**config.mk**
```make
export PLATFORM = sky130hd
export DESIGN_NAME = fpa_ctrl
export DESIGN_NICKNAME = d
export VERILOG_FILES = /design/src/hdl/fpa_pkg.sv /design/src/hdl/fpa_ctrl.sv
export SDC_FILE = /design/constraint.sdc
export NUM_CORES = 1
export LEC_CHECK = 0
export BUFFER_PORTS_ARGS = -buffer_cell sky130_fd_sc_hd__buf_2
export CAP_MARGIN = 10
export CORE_UTILIZATION = 40
export DETAILED_ROUTE_END_ITERATION = 8
export PLACE_DENSITY = 0.64
export RECOVER_POWER = 25
export SLEW_MARGIN = 10
export SYNTH_ARGS = -nofsm -noshare
export SYNTH_HDL_FRONTEND = slang
export SYNTH_SLANG_ARGS = --single-unit
export TNS_END_PERCENT = 30
```
**constraint.sdc**
```tcl
create_clock -name clk -period 1.5 [get_ports clk]
set_input_delay 0.225 -clock clk [delete_from_list [all_inputs] [get_ports clk]]
set_output_delay 0.225 -clock clk [all_outputs]
set_load 0.01 [all_outputs]
```
**src/hdl/fpa_pkg.sv**
```systemverilog
`timescale 1ns / 1ps
package fpa_pkg;

  localparam int FRAME_BYTES_DEF = 65536;
  localparam int PAL_ENTRIES_DEF = 256;
  localparam int PADDR_W         = 5;

  // pixel formats
  localparam logic [3:0] FMT_NONE   = 4'd0;
  localparam logic [3:0] FMT_PAL2   = 4'd1;
  localparam logic [3:0] FMT_PAL4   = 4'd2;
  localparam logic [3:0] FMT_PAL16  = 4'd3;
  localparam logic [3:0] FMT_PAL256 = 4'd4;
  localparam logic [3:0] FMT_RGB332 = 4'd5;
  localparam logic [3:0] FMT_RGB555 = 4'd6;
  localparam logic [3:0] FMT_RGB565 = 4'd7;
  localparam logic [3:0] FMT_RGB888 = 4'd8;
  localparam logic [3:0] FMT_BGR888 = 4'd9;
  localparam logic [3:0] FMT_RGBA   = 4'd10;
  localparam logic [3:0] FMT_RGBX   = 4'd11;
  localparam logic [3:0] FMT_BGRA   = 4'd12;

  // request kinds
  localparam logic [2:0] REQ_RD_COL = 3'd0;
  localparam logic [2:0] REQ_RD_IDX = 3'd1;
  localparam logic [2:0] REQ_WR_COL = 3'd2;
  localparam logic [2:0] REQ_WR_IDX = 3'd3;
  localparam logic [2:0] REQ_PAL_WR = 3'd4;
  localparam logic [2:0] REQ_PAL_RD = 3'd5;

  // register indexes
  localparam logic [2:0] REG_FMT    = 3'd0;
  localparam logic [2:0] REG_WIDTH  = 3'd1;
  localparam logic [2:0] REG_HEIGHT = 3'd2;
  localparam logic [2:0] REG_STRIDE = 3'd3;
  localparam logic [2:0] REG_FLIP   = 3'd4;
  localparam logic [2:0] REG_PCOUNT = 3'd5;

  typedef enum logic [2:0] {
    OP_NONE, OP_RD_COL, OP_RD_IDX, OP_WR_COL, OP_WR_IDX, OP_PAL_WR, OP_PAL_RD
  } op_t;

  typedef enum logic [3:0] {
    ST_CLEAR, ST_IDLE, ST_MUL, ST_ADDR, ST_DISP, ST_RD, ST_RDW, ST_WR, ST_PRD, ST_PWR,
    ST_RESP
  } state_t;

  typedef struct packed {
    logic load;
    logic mul;
    logic addr;
    logic rd;
    logic wr;
    logic prd;
    logic pwr;
    logic resp;
    logic clr;
  } cmd_t;

  typedef struct packed {
    logic ok;
    op_t  op;
    logic pal;
    logic last;
    logic clr_last;
    logic out_free;
  } sts_t;

endpackage

```
**src/hdl/fpa_ctrl.sv**
```systemverilog
`timescale 1ns / 1ps
module fpa_ctrl (
  input  logic          clk,
  input  logic          rst,
  input  logic          s_tvalid,
  output logic          s_tready,
  input  fpa_pkg::sts_t sts,
  output fpa_pkg::cmd_t cmd
);
  import fpa_pkg::*;

  state_t state, state_next;

  always_ff @(posedge clk) begin
    if (rst) begin
      state <= ST_CLEAR;
    end else begin
      state <= state_next;
    end
  end

  always_comb begin
    state_next = state;
    cmd = '0;
    s_tready = 1'b0;
    unique case (state)
      ST_CLEAR: begin
        cmd.clr = 1'b1;
        if (sts.clr_last) state_next = ST_IDLE;
      end
      ST_IDLE: begin
        s_tready = 1'b1;
        if (s_tvalid) begin
          cmd.load = 1'b1;
          state_next = ST_MUL;
        end
      end
      ST_MUL: begin
        cmd.mul = 1'b1;
        state_next = ST_ADDR;
      end
      ST_ADDR: begin
        cmd.addr = 1'b1;
        state_next = ST_DISP;
      end
      ST_DISP: begin
        priority if (!sts.ok) state_next = ST_RESP;
        else if (sts.op == OP_WR_COL) state_next = ST_WR;
        else if (sts.op == OP_PAL_WR) state_next = ST_PWR;
        else if (sts.op == OP_PAL_RD) state_next = ST_PRD;
        else if (sts.op == OP_NONE) state_next = ST_RESP;
        else state_next = ST_RD;
      end
      ST_RD: begin
        cmd.rd = 1'b1;
        if (sts.last) state_next = ST_RDW;
      end
      ST_RDW: begin
        priority if (sts.op == OP_WR_IDX) state_next = ST_WR;
        else if (sts.op == OP_RD_COL && sts.pal) state_next = ST_PRD;
        else state_next = ST_RESP;
      end
      ST_WR: begin
        cmd.wr = 1'b1;
        if (sts.last) state_next = ST_RESP;
      end
      ST_PRD: begin
        cmd.prd = 1'b1;
        state_next = ST_RESP;
      end
      ST_PWR: begin
        cmd.pwr = 1'b1;
        state_next = ST_RESP;
      end
      ST_RESP: begin
        if (sts.out_free) begin
          cmd.resp = 1'b1;
          state_next = ST_IDLE;
        end
      end
      default: state_next = ST_IDLE;
    endcase
  end

endmodule

```
### Word-level counts from Yosys, hierarchy flattened

Index checks and enable logic that the tools add are counted.

| storage, ports and cells | value |
|---|---|
| flip-flop bits (word level) | 4 |

| operators by class | value |
|---|---|
| reductions and logical operators | 5 |
| muxes and demuxes | 25 |
| equal/unequal tests | 20 |

Operator list:

| cell | number |
|---|---|
| 2-to-1 mux 4 bit | 11 |
| case mux 4 bit (10 select lines) | 1 |
| equality test 4 x 3 -> 1 bit, second input constant | 4 |
| equality test 4 bit, second input constant | 3 |
| 2-to-1 mux 1 bit | 12 |
| != test 2 bit, second input constant | 5 |
| equality test 3 bit, second input constant | 3 |
| equality test 4 x 2 -> 1 bit, second input constant | 2 |
| AND reduction 5 bit | 1 |
| equality test 4 x 1 -> 1 bit, second input constant | 1 |
| zero test 4 bit | 1 |
| equality test 3 x 1 -> 1 bit, second input constant | 1 |
| equality test 3 x 2 -> 1 bit, second input constant | 1 |
| zero test 3 bit | 1 |
| 2-to-1 mux 2 bit | 1 |
| OR reduction 2 bit | 1 |
| logical AND 1 bit | 1 |

### Depth between registers and ports, before layout

| depth | value |
|---|---|
| depth after elaboration | 7 |
| depth in mapped cells | 5 |
| mapped depth without buffers | 4 |

### Worst setup path before layout

OpenSTA, ideal clock, no wires.

| timing path | value |
|---|---|
| path type | register to output |
| from | reg state[1] |
| to | out cmd[0] (netlist bit) |
| required time | 1275 ps |
| slack | 215 ps |
| data arrival time | 1060 ps |
| stages on the path, launching flop included | 4 |
| cell sequence | dfxtp_1 buf_6 buf_2 nor4_1 |

RTL lines:

| item | line | text |
|---|---|---|
| start, declared | fpa_ctrl.sv:12 | `state_t state, state_next;` |
| start signal, assigned | fpa_ctrl.sv:18 | `state <= state_next;` |
| end, declared | fpa_ctrl.sv:8 | `output fpa_pkg::cmd_t cmd` |

### Final worst setup path

| timing path | value |
|---|---|
| from | reg state[2] |
| to | out s_tready |

| between the ends | value |
|---|---|
| cells in the longest elaborated chain, start to end | 2 |

RTL lines:

| item | line | text |
|---|---|---|
| equality test 4 x 1 -> 1 bit | fpa_ctrl.sv:26 | `unique case (state)` |
| 2-to-1 mux 1 bit | fpa_ctrl.sv:26 |  |
| end, declared | fpa_ctrl.sv:6 | `output logic s_tready,` |

Every way passes these cells.

==> flow_summary.ini <==
[run_status]
outcome = finished clean

[layout]
diodes = 0
instances_no_fill = 127
largest_register = state
nets = 125
syn_to_final_growth_pct = 32.78
layout_commonest_cell = buf_2
reg_top3 = state: 4 flops
final_cell_mix = 20 x buf_2, 11 x nand2_1, 11 x buf_4
layout-drive-gt1-share_pct = 42.86
largest_reg_flops = 4
final_core_util_pct = 59.68

[synth]
synth_fa_ha_area_share_pct = 0
synth.top_cells.by_area = dfxtp_1 13%, nand2_1 6.8%, nor3_1 4.1%
synthArstFlopShare_pct = 0
ys_warn_count = 0
synth_edf_count = 0
synthesis.area_um2 = 606.8
yosysUniqueCellTypes = 43
synth_mux_area_share_pct = 1.649
synth_top_area_share_pct = 13.20
synth_compound_area_share_pct = 31.55
synth_top_family_by_area = simple AND/OR/NAND/NOR gates
synthSimpleGateAreaFrac_pct = 40.62
synth_top_flop_cell = dfxtp_1
synth_xor_area_share_pct = 1.443
synth_top_cell_by_area = dfxtp_1
syn-num-nets = 95
synth_seq_area_share_pct = 13.20
synth_seq_cells = 4
synthCells = 84
avgSynthCellArea_um2 = 7.224

[place]
portBuffers = 20
globalplace.congestion = 0.8403
dp_hpwl_um = 1163
placedCellCount = 124

[floorplan]
fp.dieH_um = 40.95
die_area_mm2 = 0.001677
rows = 13
design.portCount = 21
floorplan.initialDensity_pct = 44.95
die_w_um = 40.95
coreArea_mm2 = 0.001350

[sta]
setup_viol = 0
rsz0062_at_grt = yes
relSlewSlack_pct = 73.59
whs_ns = 0.2006
fin_skew_ns = 0.001655
fmax_mhz = 690.1
tightestPinTransition_ns = 0.3951
hold_viol = 0
fin_crit_sh_pct = 96.61
slew_violations = 0
finalCriticalPeriod_ns = 1.449

[power_and_ir_drop]
p_clk_share_pct = 37.3
powerDensity_mw_per_mm2 = 436.7
p_sw_share_pct = 30.16
p_switching_uw = 106.1
power_frac_comb_pct = 29.5
p_seq_share_pct = 33.2
p_leak_nw = 0.3767
ir_worst_vdd_mv = 0.5196
internal_power_uw = 245.7

[cts]
numCtsBuffers = 3
htreeDepth = 1
tritoncts = done
clk_path_buf_depth = 2
cts_sinks = 4
post-cts-setup-buffers = 0
clkTransAtPathRegs_ns = 0.04
root_buffer = clkbuf_4
clk_latency_ns = 0.23

[worst_setup_path]
crit_path_start = state[2]$_SDFFE_PP0P_
worst_setup_path_start_kind = flop
ff2ff_setup_slack_ns = 0.11
ff2ff_path_depth = 5
worstPathArrival_ns = 1.22
worst-path-stages = 4
critical-path-max-stage-delay_ns = 0.37
crit_chain = buf_4 > nand2b_1 > nor3_1 > buf_2
rr_endpoint = state[3]$_SDFFE_PP0P_
worstSetupEndpoint = s_tready
critical_path_class = flop to output port
cp-end-kind = output port
cp_data_required_time_ns = 1.27
cpMaxStageDelayCell = dfxtp_4
worstPathMaxFanout = 9
cp_num_buf_inv = 2
timing.rr.start = state[0]$_SDFFE_PP0P_
crit_family = flip-flops

[global_routing]
grt_overflow = 0
antenna_found_initial = 0
grt_pass1_vias = 594
grt.total_usage_pct = 22.36
grt_pass1_wl_um = 2490
grt_max_degree = 19

[detailed_routing]
wl_um = 1532
first_pass_iters = 4
vias = 709
ant_nets = 0
vias_per_cell = 5.583
wl_per_cell_um = 12.06
drtIter0Drc = 9
drc = 0

[job]
drv_cap = 0

[min_path]
hp-class = primary input to flop
## metrics by stage
stage	power, mW	TNS (ns)	setup slack (ns)	instance area [um^2]
floorplan	0.1787	0	0.2153	606.8
global placement	0.2235	0	0.007788	760.7
detailed placement	0.2246	-0.03425	-0.03327	760.7
CTS	0.3606	0	0.02368	793.3
global route	0.3739	-0.02335	-0.01795	805.8
finish	0.3519	0	0.05087	805.8
## metal layers
metal  part of all wire, %  vias to the layer above  routed length (um)  GRT usage [%]
met5                     0                        -                   0              0
li1                      -                      370                   -              -
met2                    48                       11                 742          33.59
met3                   2.0                        0                  31          4.891
met1                    49                      328                 758          31.05
met4                     0                        0                   0          7.500
## cell type report
class	count	area (um^2)
Inverter	6	22.52
Sequential cell	4	95.09
Tap cell	15	18.77
Multi-Input combinational cell	68	464.2
Clock buffer	3	22.52
Fill cell	134	544.3
Timing Repair Buffer	31	182.7
## worst min-delay path by stage
stage | start | end | slack (ns) | cells past startpoint
final | rst | state[2]$_SDFFE_PP0P_ | 0.20 | 2
after global routing | rst | state[2]$_SDFFE_PP0P_ | 0.20 | 2
after CTS | rst | state[2]$_SDFFE_PP0P_ | 0.18 | 2
after detailed placement | rst | state[2]$_SDFFE_PP0P_ | 0.44 | 2
after global placement | rst | state[2]$_SDFFE_PP0P_ | 0.43 | 2
after floorplan | rst | state[2]$_SDFFE_PP0P_ | 0.29 | 1
## logic make-up after synthesis
group	count (synthesis)
flip-flops	4
XOR/XNOR	1
AO/OA/AOI/OAI	24
AND/OR/NAND/NOR	42
buffers and inverters	12
multiplexers	1
## power groups by stage
stage / Clock (mW) / Sequential, mW / Combinational (mW)
after floorplan: 0 / 0.115 / 0.0632
after global routing: 0.140 / 0.118 / 0.116
final: 0.131 / 0.117 / 0.104
after detailed placement: 0 / 0.122 / 0.102
after global placement: 0 / 0.122 / 0.101
after CTS: 0.138 / 0.120 / 0.103
## worst reg2reg max path, stage by stage (launching register included)
cell and delay, ns:
dfxtp_4 0.38, buf_4 0.16, nor4b_2 0.26, o221a_1 0.23
o211ai_1 0.11, a21oi_1 0.17
## cells in the mapped netlist, types with 2 or more instances
master,n
nor2b_1,3
nor3b_1,3
nand2b_1,3
dfxtp_1,4
o211ai_1,2
nand2_1,11
nor2_1,6
inv_1,4
o21ai_0,2
nor3_1,5
o22ai_1,2
buf_4,2
inv_2,2
a21oi_2,2
a21oi_1,4
buf_6,2
## repair_timing
item	in CTS	in global routing
hold buffers	0	0
resized for setup	6	4
setup endpoints to repair	12	5
Power figures use the tool's default switching activity.
